### config.mk
export PLATFORM = sky130hd
export DESIGN_NAME = isort_ctrl
export DESIGN_NICKNAME = d
export VERILOG_FILES = /design/src/hw/rtl/isort_pkg.sv /design/src/hw/rtl/isort_ctrl.sv
export SDC_FILE = /design/constraint.sdc
export NUM_CORES = 1
export LEC_CHECK = 0
export BUFFER_PORTS_ARGS = -buffer_cell sky130_fd_sc_hd__buf_2
export CAP_MARGIN = 20
export CORE_MARGIN = 5
export CORE_UTILIZATION = 44
export DETAILED_ROUTE_END_ITERATION = 16
export GPL_TIMING_DRIVEN = 0
export HOLD_SLACK_MARGIN = 0.06
export PLACE_DENSITY = 0.7
export SYNTH_ARGS = -nofsm -noshare
export SYNTH_HDL_FRONTEND = slang
export SYNTH_SLANG_ARGS = --single-unit
### constraint.sdc
create_clock -name i_clk -period 4 [get_ports i_clk]
set_input_delay 0 -clock i_clk [delete_from_list [all_inputs] [get_ports i_clk]]
set_output_delay 0 -clock i_clk [all_outputs]
set_load 0.01 [all_outputs]
### src/hw/rtl/isort_pkg.sv
`default_nettype none
package isort_pkg;

    // store depth and derived widths
    localparam int CAPACITY = 64;
    localparam int CNT_W    = $clog2(CAPACITY + 1);
    localparam int DATA_W   = 32;

    // controller to datapath commands
    typedef struct packed {
        logic             insert;    // write the item value into the insertion chain
        logic             shift;     // move the chain down by one cell towards the head
        logic             load_out;  // take the head cell into the output register
        logic             out_last;  // final result of the batch
        logic             out_ovf;   // batch had dropped items
        logic [CNT_W-1:0] count;     // cells holding data
    } t_dp_cmd;

endpackage
`default_nettype wire

### src/hw/rtl/isort_ctrl.sv
`default_nettype none
module isort_ctrl
    import isort_pkg::*;
(
    input  wire logic i_clk,
    input  wire logic i_rst_n,
    input  wire logic i_valid,
    input  wire logic i_last,
    output logic      o_ready,
    output logic      o_valid,
    input  wire logic i_ready,
    output t_dp_cmd   o_cmd
);

    localparam logic ST_COLLECT = 1'b0;
    localparam logic ST_DRAIN   = 1'b1;

    logic             r_state, n_state;
    logic [CNT_W-1:0] r_count, n_count;
    logic             r_dropped, n_dropped;
    logic             r_out_valid, n_out_valid;

    logic w_in_acc;
    logic w_full;
    logic w_load;

    assign o_ready  = (r_state == ST_COLLECT);
    assign w_in_acc = i_valid && o_ready;
    assign w_full   = (r_count == CNT_W'(CAPACITY));
    assign w_load   = (r_state == ST_DRAIN) && (!r_out_valid || i_ready);

    // sequencing of collect and drain
    always_comb begin
        n_state     = r_state;
        n_count     = r_count;
        n_dropped   = r_dropped;
        n_out_valid = r_out_valid;
        if (r_out_valid && i_ready) begin
            n_out_valid = 1'b0;
        end
        case (r_state)
            ST_COLLECT: begin
                if (w_in_acc) begin
                    if (w_full) begin
                        n_dropped = 1'b1;
                    end else begin
                        n_count = r_count + CNT_W'(1);
                    end
                    if (i_last) begin
                        n_state = ST_DRAIN;
                    end
                end
            end
            ST_DRAIN: begin
                if (w_load) begin
                    n_out_valid = 1'b1;
                    n_count     = r_count - CNT_W'(1);
                    if (r_count == CNT_W'(1)) begin
                        n_state   = ST_COLLECT;
                        n_dropped = 1'b0;
                    end
                end
            end
            default: begin
                n_state = ST_COLLECT;
            end
        endcase
    end

    // control registers
    always_ff @(posedge i_clk) begin
        if (!i_rst_n) begin
            r_state     <= ST_COLLECT;
            r_count     <= '0;
            r_dropped   <= 1'b0;
            r_out_valid <= 1'b0;
        end else begin
            r_state     <= n_state;
            r_count     <= n_count;
            r_dropped   <= n_dropped;
            r_out_valid <= n_out_valid;
        end
    end

    // datapath commands
    always_comb begin
        o_cmd.insert   = w_in_acc && !w_full;
        o_cmd.shift    = w_load;
        o_cmd.load_out = w_load;
        o_cmd.out_last = (r_count == CNT_W'(1));
        o_cmd.out_ovf  = r_dropped;
        o_cmd.count    = r_count;
    end

    assign o_valid = r_out_valid;

endmodule
`default_nettype wire
# After elaboration in Yosys (flattened, before gate mapping)
# Cells that the tools add are included.
word_totals:
  ff_bits: 10
  output_inout_bits: 14
  inputBits: 5
  wordCells: 40
op_classes:
  bitwise: 1
  eq_ne: 7
  muxes: 17
  add_sub_neg: 2
  reduce_logical: 9
ops:
  columns: ["operator", "n"]
  rows:
  - ["two-way mux 7 bit", 3]
  - ["case mux 7 bit (2 select lines)", 1]
  - ["two-way mux 1 bit", 11]
  - ["adder 7 x 1 -> 7 bit, second input constant", 1]
  - ["== test 7 x 1 -> 1 bit, second input constant", 1]
  - ["== test 7 bit, second input constant", 1]
  - ["subtractor 7 x 1 -> 7 bit, second input constant", 1]
  - ["inequality test 2 x 1 -> 1 bit, second input constant", 3]
  - ["logical AND 1 bit", 4]
  - ["inequality test 2 bit, second input constant", 2]
  - ["case mux 1 bit (2 select lines)", 2]
  - ["AND reduction 4 bit", 1]
  - ["AND reduction 3 bit", 1]
  - ["logical NOT 1 bit", 2]
  - ["logical OR 1 bit", 1]
  - ["NOT 1 bit", 1]

# Depth between registers and ports, before layout
depth:
  ltp_word: 5
  depth_mapped: 6
  mapped_depth_nobuf: 6

# Worst setup path before layout
# OpenSTA, ideal clock, no wires.
synth_timing:
  path_type: "register to register"
  from: "register r_count[2]"
  to: "register r_dropped"
  arrival_time_ps: 1553
  stages_incl_launch_ff: 5
  path_buffers: 0
  path_slack_ps: 2334
  cell_sequence: "dfxtp_1 -> or4_4 -> nor3b_1 -> a21o_1 -> nor2_1"
synth_lines:
  columns: ["element", "line", "source"]
  rows:
  - ["from (decl)", "isort_ctrl.sv:19", "logic [CNT_W-1:0] r_count, n_count;"]
  - ["from (signal assigned)", "isort_ctrl.sv:79", "r_count <= n_count;"]
  - ["to (signal assigned)", "isort_ctrl.sv:80", "r_dropped <= n_dropped;"]
  - ["to (decl)", "isort_ctrl.sv:20", "logic r_dropped, n_dropped;"]

==> metrics.md <==
| Metric | Value |
|---|---|
| Fraction of registers with async set/reset | `0%` |
| Post-Syn Nets | `86` |
| Comb pwr share | `about a third` |
| DRC Markers | `0` |
| Post-DR wirelength/cell | `~11 um` |
| Clk pwr share | `roughly 28%` |
| Share of power burned in registers | `between 30% and 40%` |
| Max Cap Violations | `0` |
| Die Width | `around 48 um` |
| # hold bufs at CTS | `3` |
| Input/output buffers | `18` |
| Startpoint Class | `flip-flop` |
| Design Power | `0.320 mW` |
| # rows | `13` |
| Worst-path cell chain | `or4_4, nor3b_1, buf_2` |
| Placed Instance Area | `about 760 um^2` |
| Tightest Pin Transition | `roughly 0.45 ns` |
| Ports | `19` |
| Fin Hold WS | `between 0.07 and 0.08 ns` |
| Yosys cell types | `29` |
| Max Clk Rate | `around 0.60 GHz` |
| Die H | `48.5 um` |
| GRT Resource Usage Total | `12.0%` |
| Clk sinks | `10` |
| Final #Nets | `between 100 and 150` |
| CTS tree | `built` |
| Share of cells above drive strength 1 | `29.4%` |
| Grt total ovfl | `0` |
| DP HPWL | `roughly 1000 um` |
| Synthesis Warnings | `0` |
| Post-Syn Area | `approximately 650 um^2` |
| Via density per instance | `slightly above 5` |
| Pins Over Slew Limit | `0` |
| Place WS | `2.42 ns` |
| Clk_lat worst skew | `around 0.27 ns` |
| Area leader, netlist | `dfxtp_1` |
| Ant diodes | `0` |
| Peak supply drop | `~0.20 mV` |
| WP data arrival | `1.66 ns` |
| Synth top area share | `a little under a third` |
| Internal power | `around 0.22 mW` |
| Predominant post-synthesis flop cell | `dfxtp_1` |
| Post-CTS Setup Bufs | `0` |
| Die area | `0.00235 mm^2` |
| Hold Violations, Final | `0` |
| CTS H-tree lvls | `1` |
| Outcome | `finished, final reports clean` |
| Crit Path Category | `reg -> out` |
| Design Area, Final | `approximately 830 um^2` |
| Critical path peak fanout | `9` |
| PwrDens | `approximately 390 mW/mm^2` |
| Clock Skews | `0.00360 ns` |
| RSZ-0062 raised after global routing | `no` |
| Avg Cell Area, Syn | `roughly 8.5 um^2` |
| Sequential cell area fraction in the yosys report | `30.7%` |
| Post-synth EDFFs | `0` |
| Root buffer selected by CTS | `clkbuf_4` |
| Filler Cells Inserted | `roughly 120` |
| NetSw | `between 0.1 and 0.15 mW` |
| Slowest cell on crit path | `or4_4` |
| Final wirelength | `1310 um` |
| Reg clk slew, reported paths | `0.06 ns` |
| Rel. slew slack | `69.7%` |
| Leak | `about 0.4 nW` |
| Crit path required time | `~4 ns` |
| 1st-iter DRT viols | `9` |
| DRT Pass-1 Iters | `3` |
| Hold Path Class | `in -> reg` |
| Min Tclk post-route | `1.66 ns` |
| Global-route wire length before repair | `around 2300 um` |
| Vias in the first global route | `roughly 560` |
| Core ar. | `0.00135 mm^2` |
| Total Neg Setup Slack | `0 ns` |
| Post-route setup slack | `approximately 2.3 ns` |
| Fin crit share | `roughly two fifths` |
| Area growth, synth to finish | `26.9%` |
| RePlAce Congestion | `slightly above 0.8` |
| Via Count | `around 590` |
| Number of non-filler instances in the completed layout | `about 120` |
| Post-CTS Resized | `0` |
| Dpl cells | `110` |
| Initial antenna violation count | `0` |
| Largest net degree at the start of global routing | `11` |
| Setup crit end kind | `output pin` |
| Synth top area cells | `dfxtp_1 31%, mux2i_1 9.2%, ha_1 7.7%` |
| CP max stage delay | `roughly 0.57 ns` |
| Setup-failing EPs final | `0` |
| Cts bufs inserted | `3` |
| Gate Count Post-Synth | `77` |
| Sw Share | `about 33%` |
| Initial Utilization | `48.3%` |
| Maximum buffer depth of the clock tree | `2` |
| Flops & latches, synth | `10` |
| Fin util | `between 60% and 70%` |
| Post-DRT Antenna Nets | `0` |
cell usage after synthesis, drive strengths merged, types with 2 or more instances:
library cell / n
dfxtp: 10
nand2: 9
a21oi: 8
mux2i: 6
nand2b: 6
buf: 4
ha: 4
inv: 4
nor2: 4
a22oi: 3
a21o: 2
nand3: 2
nor2b: 2
power by group through the flow:
stage          logic, mW  clock network (mW)  registers, mW
2_1_floorplan     0.0703                   0          0.129
3_3_place_gp       0.101                   0          0.127
3_5_place_dp       0.103                   0          0.127
4_1_cts            0.106              0.0943          0.125
5_1_grt            0.119              0.0991          0.128
6_report           0.104              0.0909          0.125
flip-flops by register name (all words and copies together), names as in the netlist:
| signal | count |
|---|---|
| o_valid | 1 |
| r_state | 1 |
| r_count | 7 |
| r_dropped | 1 |
critical path, delay by kind of cell, from the launching register on:
family / cells / cell delay (ns)
simple gates: 2 / 0.84
flops: 1 / 0.38
buf+inv: 1 / 0.18
routing by layer:
metal	vias to the layer above	wire (um)	track usage, %	part of all wire [%]
met2	15	594	19.6	45
li1	316	-	-	-
met3	2	107	4.28	8.2
met5	-	0	0	0
met1	259	590	13.3	45
met4	0	18	6.73	1.4
cell families after synthesis:
kind of cell / after synthesis / share of synthesized area [%]
flip-flops: 10 / 30.7
adder cells (fa/ha/maj): 4 / 7.68
AND/OR/NAND/NOR: 32 / 27.8
multiplexers: 6 / 9.21
buffers and inverters: 9 / 7.10
XOR/XNOR: 1 / 1.34
AO/OA/AOI/OAI: 15 / 16.1
cell usage in the layout, fill, tap and decap left out, types with 2 or more instances in the layout:
| master | n |
|---|---|
| buf_2 | 19 |
| dfxtp_1 | 10 |
| nand2_1 | 8 |
| a21oi_1 | 8 |
| nand2b_1 | 6 |
| mux2i_1 | 6 |
| inv_1 | 4 |
| nor2_1 | 4 |
| ha_1 | 4 |
| buf_4 | 3 |
| clkbuf_4 | 3 |
| dlygate4sd3_1 | 3 |
| nor2b_1 | 2 |
| a22oi_2 | 2 |
| a21o_1 | 2 |
| nand3_1 | 2 |
area by class of cell:
| class | instances | area, um^2 | share of cell area (%) |
|---|---|---|---|
| Buffer | 5 | 31.3 | 3.78 |
| Clock buffer | 4 | 36.3 | 4.39 |
| Inverter | 4 | 15.0 | 1.82 |
| Multi-Input combinational cell | 58 | 405 | 49.0 |
| Sequential cell | 10 | 200 | 24.2 |
| Tap cell | 15 | 18.8 | 2.27 |
| Timing Repair Buffer | 21 | 120 | 14.5 |
path summary, 6_finish.rpt:
check | startpoint | to | cells after the start | slack (ns)
worst max-delay path | r_count[2] | o_cmd[8] | 3 | 2.34
worst min-delay path | i_ready | o_valid | 3 | 0.07
worst max register to register | r_count[2] | r_count[6] | 4 | 2.42
worst min register to register | r_dropped | r_dropped | 2 | 0.47
Power figures use the tool's default switching activity.
